File: config.mk
export PLATFORM = sky130hd
export DESIGN_NAME = game_port_axis_timer_flat
export DESIGN_NICKNAME = d
export VERILOG_FILES = /design/src/hdl/gpat_pkg.sv /design/src/hdl/gpat_ifs.sv /design/src/hdl/gpat_load_unit.sv /design/src/hdl/game_port_axis_timer.sv /design/src/flat_wrapper.sv
export SDC_FILE = /design/constraint.sdc
export NUM_CORES = 1
export LEC_CHECK = 0
export BUFFER_PORTS_ARGS = -buffer_cell sky130_fd_sc_hd__buf_4
export CAP_MARGIN = 20
export CORE_UTILIZATION = 45
export DETAILED_ROUTE_END_ITERATION = 7
export GPL_TIMING_DRIVEN = 0
export PLACE_DENSITY = 0.69
export SYNTH_ARGS = -nofsm -noshare
export SYNTH_HDL_FRONTEND = slang
export SYNTH_SLANG_ARGS = --single-unit
File: constraint.sdc
create_clock -name clock -period 6.9 [get_ports clock]
set_input_delay 0.69 -clock clock [delete_from_list [all_inputs] [get_ports clock]]
set_output_delay 0.69 -clock clock [all_outputs]
set_load 0.03 [all_outputs]
File: src/hdl/gpat_pkg.sv
package gpat_pkg;

   // action codes of a request transaction
   localparam logic [1:0] ACT_TICK  = 2'd0;
   localparam logic [1:0] ACT_WRITE = 2'd1;
   localparam logic [1:0] ACT_READ  = 2'd2;

   // port has four timing bits and four position inputs
   localparam int unsigned INPUT_AXES  = 4;
   localparam logic [3:0]  FLAG_NIBBLE = 4'hf;

   // one-shot counter and load arithmetic widths
   localparam int unsigned COUNT_W = 11;
   localparam int unsigned ACC_W   = 21;
   localparam int unsigned COEF_W  = 22;
   localparam int unsigned PROD_W  = ACC_W + COEF_W;
   localparam int unsigned SHIFT_W = 5;

   localparam logic [COUNT_W-1:0] TICK_BIAS = 11'd24;

   // steps of the load calculation, one multiply each
   typedef enum logic [1:0] {
      STEP_SCALE,
      STEP_DIV13,
      STEP_MUL11,
      STEP_DIV1000
   } step_type;

   // top level sequencer
   typedef enum logic [1:0] {
      CTL_IDLE,
      CTL_LOAD,
      CTL_WAIT,
      CTL_RESP
   } ctl_state_type;

   // multiplier constant per step
   // *100/65 is *20/13; /13 and /1000 are exact reciprocal multiplies over the value range
   function automatic logic [COEF_W-1:0] step_coef(input step_type step);
      logic [COEF_W-1:0] coef;
      case (step)
         STEP_SCALE:   coef = 22'd20;
         STEP_DIV13:   coef = 22'd2581111;
         STEP_MUL11:   coef = 22'd11;
         STEP_DIV1000: coef = 22'd2147484;
         default:      coef = '0;
      endcase
      return coef;
   endfunction

   // right shift applied to the product per step
   function automatic logic [SHIFT_W-1:0] step_shift(input step_type step);
      logic [SHIFT_W-1:0] amount;
      case (step)
         STEP_DIV13:   amount = 5'd25;
         STEP_DIV1000: amount = 5'd31;
         default:      amount = 5'd0;
      endcase
      return amount;
   endfunction

endpackage

File: src/hdl/gpat_ifs.sv
interface gpat_req_if;
   logic               valid;
   logic               ready;
   logic [1:0]         action;
   logic signed [15:0] axis0_position;
   logic signed [15:0] axis1_position;
   logic signed [15:0] axis2_position;
   logic signed [15:0] axis3_position;
   logic [3:0]         present_mask;
   logic [7:0]         joystick_byte;

   modport source (
      output valid, action, axis0_position, axis1_position, axis2_position,
             axis3_position, present_mask, joystick_byte,
      input  ready
   );
   modport sink (
      input  valid, action, axis0_position, axis1_position, axis2_position,
             axis3_position, present_mask, joystick_byte,
      output ready
   );
endinterface

interface gpat_rsp_if;
   logic       valid;
   logic       ready;
   logic [7:0] read_data;
   logic [3:0] timing_bits;

   modport source (output valid, read_data, timing_bits, input ready);
   modport sink (input valid, read_data, timing_bits, output ready);
endinterface

File: src/hdl/gpat_load_unit.sv
module gpat_load_unit
   import gpat_pkg::*;
(
   input  logic               clock,
   input  logic               reset,
   input  logic               start,
   input  logic signed [15:0] position,
   output logic               done,
   output logic [COUNT_W-1:0] load_value
);

   step_type           step_ff, step_in;
   logic               busy_ff, busy_in;
   logic               done_ff, done_in;
   logic [ACC_W-1:0]   acc_ff, acc_in;
   logic [COUNT_W-1:0] load_ff, load_in;
   logic [PROD_W-1:0]  prod;
   logic [PROD_W-1:0]  scaled;

   // shared multiplier and product shift
   assign prod   = PROD_W'(acc_ff) * PROD_W'(step_coef(step_ff));
   assign scaled = prod >> step_shift(step_ff);

   // step sequencer
   always_comb begin
      step_in = step_ff;
      busy_in = busy_ff;
      done_in = 1'b0;
      acc_in  = acc_ff;
      load_in = load_ff;
      if (start) begin
         // adding 32768 flips the sign bit
         acc_in  = ACC_W'({~position[15], position[14:0]});
         step_in = STEP_SCALE;
         busy_in = 1'b1;
      end else if (busy_ff) begin
         acc_in = scaled[ACC_W-1:0];
         case (step_ff)
            STEP_SCALE: step_in = STEP_DIV13;
            STEP_DIV13: step_in = STEP_MUL11;
            STEP_MUL11: step_in = STEP_DIV1000;
            STEP_DIV1000: begin
               busy_in = 1'b0;
               done_in = 1'b1;
               load_in = scaled[COUNT_W-1:0] + TICK_BIAS;
            end
            default: busy_in = 1'b0;
         endcase
      end
   end

   always_ff @(posedge clock) begin
      if (reset) begin
         step_ff <= STEP_SCALE;
         busy_ff <= 1'b0;
         done_ff <= 1'b0;
      end else begin
         step_ff <= step_in;
         busy_ff <= busy_in;
         done_ff <= done_in;
      end
      acc_ff  <= acc_in;
      load_ff <= load_in;
   end

   assign done       = done_ff;
   assign load_value = load_ff;

endmodule

File: src/hdl/game_port_axis_timer.sv
// Game port with one-shot timers per joystick axis. A tick or read transaction
// goes from idle to the response state, which registers its response once the
// output register is free. A write passes the load and wait states per present
// axis and the load state alone per absent axis: the load count of each axis,
// ((pos + 32768) * 100 / 65) * 11 / 1000 + 24, goes one axis at a time through a
// single shared multiplier that runs four steps per axis. A write sets all four
// timing bits; each tick decrements every running counter and clears a bit when
// its counter expires. The request side is ready only while idle, and a finished
// response waits in the output register until taken, which holds off the next one.
module game_port_axis_timer
   import gpat_pkg::*;
#(
   parameter int unsigned NUM_AXES = 4
) (
   input logic clock,
   input logic reset,
   gpat_req_if.sink   req_if,
   gpat_rsp_if.source rsp_if
);

   // only axes with a position input are ever loaded
   localparam int unsigned LOAD_AXES = (NUM_AXES < INPUT_AXES) ? NUM_AXES : INPUT_AXES;
   localparam int unsigned AXIS_W    = (LOAD_AXES > 1) ? $clog2(LOAD_AXES) : 1;

   ctl_state_type             state_ff, state_in;
   logic [AXIS_W-1:0]         axis_ff, axis_in;
   logic [3:0]                flags_ff, flags_in;
   logic [COUNT_W-1:0]        count_ff [NUM_AXES];
   logic [COUNT_W-1:0]        count_in [NUM_AXES];
   logic                      running_ff [NUM_AXES];
   logic                      running_in [NUM_AXES];
   logic [1:0]                action_ff, action_in;
   logic signed [15:0]        pos_ff [INPUT_AXES];
   logic signed [15:0]        pos_in [INPUT_AXES];
   logic [3:0]                present_ff, present_in;
   logic [7:0]                joy_ff, joy_in;
   logic                      rsp_valid_ff, rsp_valid_in;
   logic [7:0]                rsp_data_ff, rsp_data_in;
   logic [3:0]                rsp_bits_ff, rsp_bits_in;

   logic                      unit_start;
   logic                      unit_done;
   logic [COUNT_W-1:0]        unit_load;
   logic signed [15:0]        sel_pos;
   logic                      sel_present;
   logic                      last_axis;
   logic                      req_take;

   // shared load calculation
   gpat_load_unit u_load (
      .clock      (clock),
      .reset      (reset),
      .start      (unit_start),
      .position   (sel_pos),
      .done       (unit_done),
      .load_value (unit_load)
   );

   // position and present bit of the axis being loaded
   always_comb begin
      sel_pos     = pos_ff[0];
      sel_present = present_ff[0];
      for (int n = 0; n < LOAD_AXES; n++) begin
         if (AXIS_W'(n) == axis_ff) begin
            sel_pos     = pos_ff[n];
            sel_present = present_ff[n];
         end
      end
   end

   assign last_axis = (axis_ff == AXIS_W'(LOAD_AXES - 1));
   assign req_take  = req_if.valid && (state_ff == CTL_IDLE);

   // sequencer: next state, counters, flags and response
   always_comb begin
      state_in     = state_ff;
      axis_in      = axis_ff;
      flags_in     = flags_ff;
      count_in     = count_ff;
      running_in   = running_ff;
      action_in    = action_ff;
      pos_in       = pos_ff;
      present_in   = present_ff;
      joy_in       = joy_ff;
      rsp_valid_in = rsp_valid_ff && !rsp_if.ready;
      rsp_data_in  = rsp_data_ff;
      rsp_bits_in  = rsp_bits_ff;
      unit_start   = 1'b0;
      case (state_ff)
         CTL_IDLE: begin
            if (req_take) begin
               action_in  = req_if.action;
               pos_in[0]  = req_if.axis0_position;
               pos_in[1]  = req_if.axis1_position;
               pos_in[2]  = req_if.axis2_position;
               pos_in[3]  = req_if.axis3_position;
               present_in = req_if.present_mask;
               joy_in     = req_if.joystick_byte;
               state_in   = CTL_RESP;
               case (req_if.action)
                  ACT_TICK: begin
                     // decrement every running counter, expire at zero
                     for (int n = 0; n < NUM_AXES; n++) begin
                        if (running_ff[n]) begin
                           count_in[n] = count_ff[n] - COUNT_W'(1);
                           if (count_ff[n] == COUNT_W'(1)) begin
                              running_in[n] = 1'b0;
                              if (n < INPUT_AXES) begin
                                 flags_in[n] = 1'b0;
                              end
                           end
                        end
                     end
                  end
                  ACT_WRITE: begin
                     flags_in = FLAG_NIBBLE;
                     axis_in  = '0;
                     state_in = CTL_LOAD;
                  end
                  default: ;
               endcase
            end
         end
         CTL_LOAD: begin
            if (sel_present) begin
               unit_start = 1'b1;
               state_in   = CTL_WAIT;
            end else begin
               // absent axis stops, its bit stays set
               for (int n = 0; n < LOAD_AXES; n++) begin
                  if (AXIS_W'(n) == axis_ff) begin
                     running_in[n] = 1'b0;
                  end
               end
               if (last_axis) begin
                  state_in = CTL_RESP;
               end else begin
                  axis_in = axis_ff + AXIS_W'(1);
               end
            end
         end
         CTL_WAIT: begin
            if (unit_done) begin
               for (int n = 0; n < LOAD_AXES; n++) begin
                  if (AXIS_W'(n) == axis_ff) begin
                     count_in[n]   = unit_load;
                     running_in[n] = 1'b1;
                  end
               end
               if (last_axis) begin
                  state_in = CTL_RESP;
               end else begin
                  axis_in  = axis_ff + AXIS_W'(1);
                  state_in = CTL_LOAD;
               end
            end
         end
         CTL_RESP: begin
            // hand the transaction result to the output register once it is free
            if (!rsp_valid_ff || rsp_if.ready) begin
               rsp_valid_in = 1'b1;
               rsp_bits_in  = flags_ff;
               rsp_data_in  = (action_ff == ACT_READ) ? ({4'b0, flags_ff} | joy_ff) : 8'd0;
               state_in     = CTL_IDLE;
            end
         end
         default: state_in = CTL_IDLE;
      endcase
   end

   // control registers
   always_ff @(posedge clock) begin
      if (reset) begin
         state_ff     <= CTL_IDLE;
         axis_ff      <= '0;
         flags_ff     <= '0;
         rsp_valid_ff <= 1'b0;
         for (int n = 0; n < NUM_AXES; n++) begin
            count_ff[n]   <= '0;
            running_ff[n] <= 1'b0;
         end
      end else begin
         state_ff     <= state_in;
         axis_ff      <= axis_in;
         flags_ff     <= flags_in;
         rsp_valid_ff <= rsp_valid_in;
         count_ff     <= count_in;
         running_ff   <= running_in;
      end
   end

   // payload registers
   always_ff @(posedge clock) begin
      action_ff   <= action_in;
      pos_ff      <= pos_in;
      present_ff  <= present_in;
      joy_ff      <= joy_in;
      rsp_data_ff <= rsp_data_in;
      rsp_bits_ff <= rsp_bits_in;
   end

   assign req_if.ready       = (state_ff == CTL_IDLE);
   assign rsp_if.valid       = rsp_valid_ff;
   assign rsp_if.read_data   = rsp_data_ff;
   assign rsp_if.timing_bits = rsp_bits_ff;

   // load unit only finishes while the sequencer waits for it
   a_done_in_wait: assert property (@(posedge clock) disable iff (reset)
      unit_done |-> (state_ff == CTL_WAIT))
      else $error("load unit done outside wait state");

   // an accepted write sets every timing bit
   a_write_sets_flags: assert property (@(posedge clock) disable iff (reset)
      (req_if.valid && req_if.ready && (req_if.action == ACT_WRITE))
      |=> (flags_ff == FLAG_NIBBLE))
      else $error("write did not set timing bits");

   // the running counter of axis 0 never sits at zero
   a_running_nonzero: assert property (@(posedge clock) disable iff (reset)
      running_ff[0] |-> (count_ff[0] != '0))
      else $error("running counter at zero");

   // a cleared timing bit 0 means the one-shot of axis 0 is idle
   a_clear_idle: assert property (@(posedge clock) disable iff (reset)
      !flags_ff[0] |-> !running_ff[0])
      else $error("timing bit clear while counter runs");

endmodule

File: src/flat_wrapper.sv
// flat-port wrapper written by rule: the top's interface ports become plain ports
module game_port_axis_timer_flat import gpat_pkg::*;
#(
   parameter int unsigned NUM_AXES = 4
)
  (clock, reset, req_if_valid, req_if_action, req_if_axis0_position, req_if_axis1_position, req_if_axis2_position, req_if_axis3_position, req_if_present_mask, req_if_joystick_byte, req_if_ready, rsp_if_valid, rsp_if_read_data, rsp_if_timing_bits, rsp_if_ready);
  gpat_req_if req_if_i ();
  gpat_rsp_if rsp_if_i ();
  input logic clock;
  input logic reset;
  input wire logic [$bits(req_if_i.valid)-1:0] req_if_valid;
  input wire logic [$bits(req_if_i.action)-1:0] req_if_action;
  input wire logic [$bits(req_if_i.axis0_position)-1:0] req_if_axis0_position;
  input wire logic [$bits(req_if_i.axis1_position)-1:0] req_if_axis1_position;
  input wire logic [$bits(req_if_i.axis2_position)-1:0] req_if_axis2_position;
  input wire logic [$bits(req_if_i.axis3_position)-1:0] req_if_axis3_position;
  input wire logic [$bits(req_if_i.present_mask)-1:0] req_if_present_mask;
  input wire logic [$bits(req_if_i.joystick_byte)-1:0] req_if_joystick_byte;
  output wire logic [$bits(req_if_i.ready)-1:0] req_if_ready;
  output wire logic [$bits(rsp_if_i.valid)-1:0] rsp_if_valid;
  output wire logic [$bits(rsp_if_i.read_data)-1:0] rsp_if_read_data;
  output wire logic [$bits(rsp_if_i.timing_bits)-1:0] rsp_if_timing_bits;
  input wire logic [$bits(rsp_if_i.ready)-1:0] rsp_if_ready;
  assign req_if_i.valid = req_if_valid;
  assign req_if_i.action = req_if_action;
  assign req_if_i.axis0_position = req_if_axis0_position;
  assign req_if_i.axis1_position = req_if_axis1_position;
  assign req_if_i.axis2_position = req_if_axis2_position;
  assign req_if_i.axis3_position = req_if_axis3_position;
  assign req_if_i.present_mask = req_if_present_mask;
  assign req_if_i.joystick_byte = req_if_joystick_byte;
  assign req_if_ready = req_if_i.ready;
  assign rsp_if_valid = rsp_if_i.valid;
  assign rsp_if_read_data = rsp_if_i.read_data;
  assign rsp_if_timing_bits = rsp_if_i.timing_bits;
  assign rsp_if_i.ready = rsp_if_ready;
  game_port_axis_timer #(.NUM_AXES(NUM_AXES)) u_core (.clock(clock), .reset(reset), .req_if(req_if_i), .rsp_if(rsp_if_i));
endmodule
# --- Yosys cells after proc, flatten, opt, wreduce, memory -nomap -nowiden ---
# Index checks and enable logic that the tools add are counted.
word_totals:
  in_bits: 82
  reg_bits: 183
  output_inout_bits: 14
  word_cells: 194
op_classes:
  n_mux: 75
  n_addsub: 6
  shifts: 1
  mul: 1
  n_reduce_logical: 34
  bitwise: 4
  eq_ne: 43
op_table:
  columns: ["cell", "n"]
  rows:
  - ["$mux 44", 3]
  - ["$mux 11", 8]
  - ["$pmux 22 s4", 1]
  - ["$pmux 44 s2", 1]
  - ["$mux 16", 5]
  - ["$ne 2x1->1 const B", 24]
  - ["$eq 11x1->1 const B", 4]
  - ["$sub 11x1->11 const B", 4]
  - ["$mul 21x22->43", 1]
  - ["$shr 43x5->21", 1]
  - ["$mux 1", 35]
  - ["$reduce_and 7->1", 4]
  - ["$reduce_and 5->1", 5]
  - ["$mux 2", 12]
  - ["$reduce_and 6->1", 4]
  - ["$mux 4", 4]
  - ["$eq 2x2->1 const B", 6]
  - ["$pmux 2 s3", 2]
  - ["$pmux 4 s3", 1]
  - ["$add 11x5->11 const B", 1]
  - ["$pmux 5 s2", 1]
  - ["$logic_not 2->1", 4]
  - ["$or 4x8->8", 1]
  - ["$pmux 2 s4", 1]
  - ["18 further kinds", 31]

# --- Longest topological paths before layout ---
# Gate-level depths: netlist of the first run.
logic_depth:
  word_depth: 8
  depth_mapped: 34
  ltp_nobuf: 31

# --- By module ---
# From an unflattened synthesis of the first run, not the netlist that was laid out.
hier_totals:
  cells_unflattened: 2151
  area_unflattened_um2: 20811.2
by_module_without_submodules:
  columns: ["module", "seq_area_each_um2", "area_each_um2", "cells_per_inst", "instances"]
  rows:
  - ["gpat_load_unit", 991.0, 13885.8, 1471, 1]
  - ["game_port_axis_timer", 3843.7, 6925.4, 680, 1]

# --- Worst setup path before layout of the first run ---
# Ideal clock, no wire load.
synth_timing:
  path_type: "register to register"
  from: "reg u_core.u_load.step_ff[0]"
  to: "reg u_core.u_load.load_ff[9], in the netlist u_core.u_load.load_value[9], data pin"
  required_time_ps: 6642
  setup_ps: 258
  path_stages_with_launch: 28
  arrival_time_ps: 7326
  path_buffers: 2
  path_slack_ps: -684
  period_less_slack_ps: 7584
  path_cell_list: "dfxtp_1 > clkbuf_1 > inv_1 > ha_1 > nor2_1 > clkbuf_1 > nand2_1 > fa_1 > fa_1 > fa_1 > fa_1 > fa_1 > fa_1 > inv_1 > fa_1 > ha_1 > nand2_4 > nor4_4 > nand3_1 > nand2b_1 > a31oi_1 > a211oi_1 > a211oi_1 > inv_1 > ha_1 > nor3_2 > nor3b_2 > xnor2_1"
synth_via:
  elab_chain_len: 5
  elab_cells_between_ends: 9
  cone_classes: "add/sub: 1; mul: 1; eq/ne: 3; shift: 1; mux: 2; reduce/logical: 1"
synth_lines:
  columns: ["item", "line", "source"]
  rows:
  - ["start, declared", "gpat_load_unit.sv:12", "step_type step_ff, step_in;"]
  - ["start signal, assigned", "gpat_load_unit.sv:58", "step_ff <= step_in;"]
  - ["$eq 2x2->1, or another cell as far along", "gpat_pkg.sv:41, gpat_pkg.sv:54", null]
  - ["$pmux 22 s4", "gpat_pkg.sv:41", "case (step)"]
  - ["$mul 21x22->43", "gpat_load_unit.sv:21", "assign prod = PROD_W'(acc_ff) * PROD_W'(step_coef(step_ff));"]
  - ["$shr 43x5->21 (*)", "gpat_load_unit.sv:22", "assign scaled = prod >> step_shift(step_ff);"]
  - ["$add 11x5->11 (*)", "gpat_load_unit.sv:45", "load_in = scaled[COUNT_W-1:0] + TICK_BIAS;"]
  - ["end signal, assigned", "gpat_load_unit.sv:63", "load_ff <= load_in;"]
  - ["end, declared", "gpat_load_unit.sv:16", "logic [COUNT_W-1:0] load_ff, load_in;"]
# Every way passes the cells marked *; elsewhere a longest branch is shown, timed or not. The select of a mux whose other input is x is not followed.
# A chain may end at the register's enable or synchronous reset.

# --- Final worst setup path of the first run ---
# Ends and elaborated chain as after synthesis.

==> results_tabular.tex, run 1 <==
\begin{tabular}{lr}
\hline
Metric & Value \\
\hline
\multicolumn{2}{l}{\textbf{Run}} \\
\quad Reported max-cap violation count & 0 \\
\multicolumn{2}{l}{\textbf{Clock tree}} \\
\quad Clock sink count & 183 \\
\quad TritonCTS Buffers & 17 \\
\quad Maximum root-to-sink buffer count & 2 \\
\quad Post-CTS Hold Buffers & 0 \\
\quad Clock tree root buffer cell & sky130\_fd\_sc\_hd\_\_clkbuf\_16 \\
\quad CTS clk-pin slew, worst paths & 90 ps \\
\quad Clock network latency to the later pin of the worst-skew pair & 440 ps \\
\quad CTS tree & done \\
\quad H-tree depth reported by CTS & 4 \\
\multicolumn{2}{l}{\textbf{Global route}} \\
\quad Antenna violations before repair & 0 \\
\quad Combined global-route utilization of all metal layers & about 25\% \\
\quad Number of global-route vias before repair & 16833 \\
\quad First-pass GRT wire length & 92450 µm \\
\quad Maximum number of pins on one net before global-route repair & 78 \\
\quad Gr ovfl total & 0 \\
\multicolumn{2}{l}{\textbf{Final layout}} \\
\quad Top library cells by usage in the layout, fill and taps aside & 357 x sky130\_fd\_sc\_hd\_\_inv\_1, 248 x sky130\_fd\_sc\_hd\_\_fa\_1, 205 x sky130\_fd\_sc\_hd\_\_ha\_1, 154 x sky130\_fd\_sc\_hd\_\_buf\_4, 140 x sky130\_fd\_sc\_hd\_\_nor2\_1 \\
\quad Layout net count & 2919 \\
\quad Most common cell after layout, fill and taps aside & sky130\_fd\_sc\_hd\_\_inv\_1 \\
\quad Layout Area Growth over Synthesis & 20.17\% \\
\quad Inserted Diodes & 0 \\
\quad Proportion of layout cells with a drive suffix above 1 & 20.98\% \\
\multicolumn{2}{l}{\textbf{Route}} \\
\quad Number of remaining DRC errors & 0 \\
\quad First drt pass iteration count & 7 \\
\quad Total via count after detailed routing & 16605 \\
\quad Via density per instance & 5.629 \\
\quad DRC violation total after the first TritonRoute iteration & 1533 \\
\quad Remaining antenna violation count & 0 \\
\quad Detailed Route WL & between 50000 and 60000 µm \\
\quad Mean routed wirelength per cell & around 20 µm \\
\multicolumn{2}{l}{\textbf{Floorplanning}} \\
\quad Starting density of the core & approximately 46\% \\
\quad Vertical die dimension & $\sim$220 µm \\
\quad Count of standard-cell rows & 78 \\
\quad IO Count & 96 \\
\quad Area enclosed by the die boundary & 47410 µm² \\
\quad Area of the placeable core & 45670 µm² \\
\quad Die Span X & 217.7 µm \\
\multicolumn{2}{l}{\textbf{Synth}} \\
\quad Netlist Area Pre-Place & 20950 µm² \\
\quad Sequential cell area fraction in the yosys report & 23.08\% \\
\quad Average instance area after synthesis & 9.742 µm² \\
\quad Flip-flop and latch count after synthesis & roughly 180 \\
\quad Synth Instances & around 2200 \\
\quad Most used flip-flop cell after synthesis & sky130\_fd\_sc\_hd\_\_edfxtp\_1 \\
\quad Proportion of synthesized flip-flops having asynchronous set or reset & 0\% \\
\quad Number of distinct standard cells referenced by the synthesized netlist & between 90 and 100 \\
\quad Synth warnings & 0 \\
\quad Syn nets & between 2000 and 3000 \\
\quad Number of enable-type register cells in the synthesized netlist & 117 \\
\multicolumn{2}{l}{\textbf{Placed design}} \\
\quad Routability Congestion & between 0.9 and 1 \\
\quad Post-detailed-placement half-perimeter wirelength & 46410 µm \\
\quad IO buf count & 94 \\
\multicolumn{2}{l}{\textbf{Critical path}} \\
\quad CP Class & flop to flop \\
\quad Longest individual stage delay on the worst path & between 600 and 700 ps \\
\quad Endpoint of the most critical register-to-register path & u\_core.u\_load.load\_value[9] \\
\quad Type of element capturing the critical path & flop \\
\quad Most common cell type on the critical path & sky130\_fd\_sc\_hd\_\_fa\_1 \\
\quad Worst reg-to-reg setup slack & -680 ps \\
\quad Largest fanout on the critical path & 10 \\
\quad Worst endpoint required time & 7080 ps \\
\quad Number of cells on the worst reg-to-reg path & 27 \\
\quad Worst Path Arrival & 7760 ps \\
\quad Startpoint Class & flop \\
\quad Worst Setup EP & u\_core.u\_load.load\_value[9] \\
\quad Crit path max-delay cell type & sky130\_fd\_sc\_hd\_\_fa\_1 \\
\quad Crit path from & u\_core.u\_load.step\_ff[0] \\
\quad Launching point of the worst reg2reg path & u\_core.u\_load.step\_ff[0] \\
\multicolumn{2}{l}{\textbf{STA}} \\
\quad Worst-case setup margin in the final layout & -675.5 ps \\
\quad Hold violation count in the final report & 0 \\
\quad Min Clock Period, post-route & 7575 ps \\
\quad Number of endpoints failing setup at the final stage & 30 \\
\quad Slew at the pin closest to its max-slew limit & about 1100 ps \\
\quad Final Skew & 15.09 ps \\
\quad Max-slew violation count & 0 \\
\quad Period utilization & 109.8\% \\
\quad Relative max-transition margin & 28.24\% \\
\quad Max Fclk & about 130 MHz \\
\quad Final-layout worst hold slack & 418.9 ps \\
\quad Unrepaired setup endpoints after global routing & yes \\
\multicolumn{2}{l}{\textbf{Worst hold path}} \\
\quad Hold depth & 1 \\
\quad Class of the tightest hold or removal check & input pin to flop \\
\multicolumn{2}{l}{\textbf{Outcome}} \\
\quad Violated checks & negative setup slack \\
\quad Result of the run & complete, but fails checks \\
\hline
\end{tabular}
==> metrics by stage <==
stage                     TNS [ps]  area (µm²)  utilization (%)  cells  setup WS [ps]
after floorplan             -121.6       21160                -   2150         -118.6
after global placement      -31920       22620            49.52   2844          -1452
after detailed placement    -32170       22650            49.59   2845          -1489
after CTS                    -7531       24460            53.54   2919         -572.8
after global routing        -16860       25170            55.11   2950         -893.1
final                       -11230       25170            55.11   2950         -675.5
==> Yosys cell counts (all sizes together) (33+ instances only) <==
master  number  area (µm²)
a211oi      37       295.3
a21oi      120       626.8
and2        66       412.9
clkbuf      71       316.6
dfxtp       66        1321
edfxtp     117        3513
fa         273        5465
ha         227        2840
inv        389        1460
nand2      147       561.8
nand3       33       177.7
nor2       146       550.5
o21ai       82       414.2
==> critical path, delay by kind of cell, from the launching register on <==
kind | cells | cell delay [ps]
flops | 1 | 400
buf+inv | 7 | 1080
fa+ha+maj | 9 | 3850
simple gates | 6 | 1010
compound gates | 3 | 640
xor+xnor | 2 | 320
==> worst min-delay path by stage <==
stage / to / from / slack (ps)
after floorplan: u_core.rsp_if.timing_bits[0] / u_core.flags_ff[0] / 420
after global placement: u_core.rsp_if.timing_bits[3] / u_core.flags_ff[3] / 450
after detailed placement: u_core.rsp_if.timing_bits[3] / u_core.flags_ff[3] / 450
after CTS: u_core.joy_ff[2] / req_if_joystick_byte[2] / 410
after global routing: u_core.joy_ff[2] / req_if_joystick_byte[2] / 400
final: u_core.joy_ff[2] / req_if_joystick_byte[2] / 420
==> flip-flops by register name, indices dropped and copies added (netlist names) <==
name,cells
u_core.present_ff,4
u_core.u_load.step_ff,2
u_core.u_load.acc_ff,21
u_core.flags_ff,4
u_core.pos_ff,64
u_core.axis_ff,2
u_core.u_load.load_value,11
u_core.running_ff,4
u_core.state_ff,2
u_core.u_load.done,1
u_core.rsp_if.read_data,8
u_core.joy_ff,8
u_core.rsp_if.timing_bits,4
u_core.u_load.busy_ff,1
u_core.count_ff,44
u_core.rsp_if.valid,1
u_core.action_ff,2
==> per-layer routing <==
metal / track usage [%] / wire [µm] / up-vias
met5: 0 / 0 / -
met4: 5.338 / 1357 / 0
met3: 3.682 / 4019 / 95
met2: 40.25 / 27480 / 642
met1: 36.00 / 26060 / 8303
li1: - / - / 7565
==> logic make-up (layout without fill, tap and decap cells) <==
| group | after synthesis | after routing | share of synthesized area (%) |
|---|---|---|---|
| and+or+nand+nor | 530 | 530 | 12.56 |
| muxes | 28 | 28 | 1.434 |
| AOI/OAI and AO/OA | 404 | 404 | 13.06 |
| xor gates and xnor gates | 32 | 32 | 1.374 |
| DFF | 183 | 183 | 23.08 |
| buffers and inverters | 473 | 673 | 8.835 |
| adders and majority gates | 500 | 500 | 39.65 |
==> timing repair <==
action                     in CTS  in global routing
pin swaps                      67                 61
cloned                          2                  0
gates resized for setup       200                116
setup endpoints to repair      32                 31
setup buffers                  50                 32
==> final cells by class <==
class                      count  area (µm²)
timing repair buffer         172        1405
clock inverter                15       192.7
fill                        3927       20500
tap                          600       750.7
clock buffer                  17       425.4
buffer                        80       590.6
multi-input combinational   1494       15460
sequential                   183        4842
inverter                     389        1498
Power of run 1 is not shown: default switching activity piles up to over one toggle a cycle in this logic, so the estimate is an artifact.
==> inputs of run 2 (changes only) <==
CAP_MARGIN = not set   (was 20)
CORE_MARGIN = 3   (was not set)
==> results_tabular.tex, run 2 (synthesis results as in run 1) <==
\begin{tabular}{lr}
\hline
Metric & Value \\
\hline
\multicolumn{2}{l}{\textbf{Floorplanning}} \\
\quad Count of standard-cell rows & 78 (unchanged) \\
\quad Area enclosed by the die boundary & 49170 µm² (was 47410 µm²) \\
\quad Die Span X & 221.7 µm (was 217.7 µm) \\
\quad IO Count & 96 (unchanged) \\
\quad Starting density of the core & 45.86\% (unchanged) \\
\quad Area of the placeable core & 45670 µm² (unchanged) \\
\quad Vertical die dimension & 221.7 µm (was 217.7 µm) \\
\multicolumn{2}{l}{\textbf{Clock tree}} \\
\quad Maximum root-to-sink buffer count & 2 (unchanged) \\
\quad CTS clk-pin slew, worst paths & 90 ps (about the same) \\
\quad Clock network latency to the later pin of the worst-skew pair & 450 ps (was 440 ps) \\
\quad H-tree depth reported by CTS & 4 (unchanged) \\
\quad TritonCTS Buffers & 17 (unchanged) \\
\quad CTS tree & done (unchanged) \\
\quad Clock sink count & 183 (unchanged) \\
\quad Clock tree root buffer cell & sky130\_fd\_sc\_hd\_\_clkbuf\_16 (unchanged) \\
\multicolumn{2}{l}{\textbf{Critical path}} \\
\quad Type of element capturing the critical path & flop (unchanged) \\
\quad Worst endpoint required time & 7090 ps (was 7080 ps) \\
\quad Startpoint Class & flop (unchanged) \\
\quad Worst Path Arrival & 7860 ps (was 7760 ps) \\
\quad Most common cell type on the critical path & sky130\_fd\_sc\_hd\_\_fa\_1 (unchanged) \\
\quad CP Class & flop to flop (unchanged) \\
\quad Longest individual stage delay on the worst path & 540 ps (was 610 ps) \\
\quad Worst reg-to-reg setup slack & -770 ps (was -680 ps) \\
\quad Largest fanout on the critical path & 5 (was 10) \\
\quad Crit path max-delay cell type & sky130\_fd\_sc\_hd\_\_fa\_1 (unchanged) \\
\multicolumn{2}{l}{\textbf{Global route}} \\
\quad Maximum number of pins on one net before global-route repair & 79 (was 78) \\
\quad Combined global-route utilization of all metal layers & 24.05\% (was 25.11\%) \\
\quad Number of global-route vias before repair & 17244 (was 16833) \\
\quad M1 GR Usage & 32.54\% (was 36.00\%) \\
\quad Layer carrying the most global-route usage & met2 (unchanged) \\
\quad Routing usage on met2 & 37.63\% (was 40.25\%) \\
\quad First-pass GRT wire length & 93720 µm (was 92450 µm) \\
\quad Gr ovfl total & 0 (unchanged) \\
\quad Antenna violations before repair & 0 (unchanged) \\
\quad Met3 capacity usage during global routing & 6.077\% (was 3.682\%) \\
\multicolumn{2}{l}{\textbf{STA}} \\
\quad Worst-case setup margin in the final layout & -765.1 ps (was -675.5 ps) \\
\quad Hold violation count in the final report & 0 (unchanged) \\
\quad Slew at the pin closest to its max-slew limit & 1071 ps (was 1074 ps) \\
\quad Min Clock Period, post-route & 7665 ps (was 7575 ps) \\
\quad Final Skew & 20.13 ps (was 15.09 ps) \\
\quad Relative max-transition margin & 28.48\% (was 28.24\%) \\
\quad Max-slew violation count & 0 (unchanged) \\
\quad Final-layout worst hold slack & 409.9 ps (was 418.9 ps) \\
\quad Unrepaired setup endpoints after global routing & yes (unchanged) \\
\quad Max Fclk & 130.5 MHz (was 132.0 MHz) \\
\quad Number of endpoints failing setup at the final stage & 31 (was 30) \\
\quad Period utilization & 111.1\% (was 109.8\%) \\
\multicolumn{2}{l}{\textbf{Route}} \\
\quad Total via count after detailed routing & 16607 (was 16605) \\
\quad Remaining antenna violation count & 0 (unchanged) \\
\quad Detailed Route WL & 60310 µm (was 58920 µm) \\
\quad Number of remaining DRC errors & 0 (unchanged) \\
\quad First drt pass iteration count & 7 (unchanged) \\
\quad DRC violation total after the first TritonRoute iteration & 1186 (was 1533) \\
\quad Via density per instance & 5.603 (was 5.629) \\
\quad Mean routed wirelength per cell & 20.35 µm (was 19.97 µm) \\
\multicolumn{2}{l}{\textbf{Placed design}} \\
\quad Post-detailed-placement half-perimeter wirelength & 46550 µm (was 46410 µm) \\
\quad Routability Congestion & 0.9626 (was 0.9608) \\
\quad IO buf count & 94 (unchanged) \\
\multicolumn{2}{l}{\textbf{Final layout}} \\
\quad Top library cells by usage in the layout, fill and taps aside & 365 x sky130\_fd\_sc\_hd\_\_inv\_1, 254 x sky130\_fd\_sc\_hd\_\_fa\_1, 205 x sky130\_fd\_sc\_hd\_\_ha\_1, 166 x sky130\_fd\_sc\_hd\_\_buf\_4, 139 x sky130\_fd\_sc\_hd\_\_nor2\_1 (was 357 x sky130\_fd\_sc\_hd\_\_inv\_1, 248 x sky130\_fd\_sc\_hd\_\_fa\_1, 205 x sky130\_fd\_sc\_hd\_\_ha\_1, 154 x sky130\_fd\_sc\_hd\_\_buf\_4, 140 x sky130\_fd\_sc\_hd\_\_nor2\_1) \\
\quad Proportion of layout cells with a drive suffix above 1 & 21.02\% (was 20.98\%) \\
\quad Layout fillers & 3918 (was 3927) \\
\quad Largest regs & u\_core.pos\_ff (64), u\_core.count\_ff (44), u\_core.u\_load.acc\_ff (21) (unchanged) \\
\quad Layout net count & 2933 (was 2919) \\
\quad Most common cell after layout, fill and taps aside & sky130\_fd\_sc\_hd\_\_inv\_1 (unchanged) \\
\quad Layout Area Growth over Synthesis & 20.71\% (was 20.17\%) \\
\quad Max FFs per register & 64 (unchanged) \\
\quad Inserted Diodes & 0 (unchanged) \\
\quad Reg with most FFs & u\_core.pos\_ff (unchanged) \\
\multicolumn{2}{l}{\textbf{Outcome}} \\
\quad Result of the run & complete, but fails checks (unchanged) \\
\quad Violated checks & negative setup slack (unchanged) \\
\multicolumn{2}{l}{\textbf{Run}} \\
\quad Reported max-cap violation count & 0 (unchanged) \\
\multicolumn{2}{l}{\textbf{Worst hold path}} \\
\quad Class of the tightest hold or removal check & input pin to flop (unchanged) \\
\hline
\end{tabular}
==> run 2: changes by cell type in the layout (fill, tap and decap cells not counted), sizes merged <==
cell	previous run	this run
buf	180	197
clkbuf	89	86
clkinvlp	1	3
inv	396	394
==> run 2: worst paths after layout <==
kind	from	endpoint	cells after the start
min	req_if_joystick_byte[6]	u_core.joy_ff[6]	1
min reg2reg	u_core.flags_ff[1]	u_core.rsp_if.timing_bits[1]	0
max reg2reg	u_core.u_load.step_ff[0]	u_core.u_load.load_value[9]	28
max	u_core.u_load.step_ff[0]	u_core.u_load.load_value[9]	28
==> run 2: cell type report <==
| class | instances | area [µm²] | share of cell area [%] |
|---|---|---|---|
| timing repair buffer | 187 | 1565 | 6.191 |
| inverter | 389 | 1510 | 5.973 |
| tap | 600 | 750.7 | 2.969 |
| clock buffer | 17 | 425.4 | 1.683 |
| multi-input combinational | 1494 | 15400 | 60.92 |
| sequential | 183 | 4842 | 19.15 |
| buffer | 79 | 593.1 | 2.346 |
| clock inverter | 15 | 192.7 | 0.7621 |
==> run 2: critical path, delay by kind of cell, from the launching register on <==
family	cells	cell delay (ps)
simple gates	8	1310
flops	1	390
fa+ha+maj	10	4080
compound gates	4	980
xor+xnor	1	90
buf+inv	5	540
==> run 2: timing repair <==
action	CTS	global route
gates cloned	3	0
hold buffers	0	0
pin swaps	66	52
buffers inserted	60	33
resized for setup	220	92
endpoints found under the setup margin	32	31
==> run 2: through the flow <==
step	area [µm²]	setup TNS, ps	worst slack (ps)	cells	utilization, %
after CTS	24710	-9198	-615.8	2936	54.10
after floorplan	21160	-121.6	-118.6	2150	-
after global placement	22620	-31980	-1453	2844	49.52
after detailed placement	22650	-34200	-1555	2845	49.59
final	25280	-12890	-765.1	2964	55.36
after global routing	25280	-17090	-924.2	2964	55.36
==> run 2: metal layers <==
metal | vias to the layer above | routed length [µm]
met3 | 157 | 5271
met4 | 0 | 2167
met1 | 8162 | 25340
met2 | 706 | 27540
met5 | - | 0
li1 | 7582 | -
Power of run 2 is left out for the same reason.
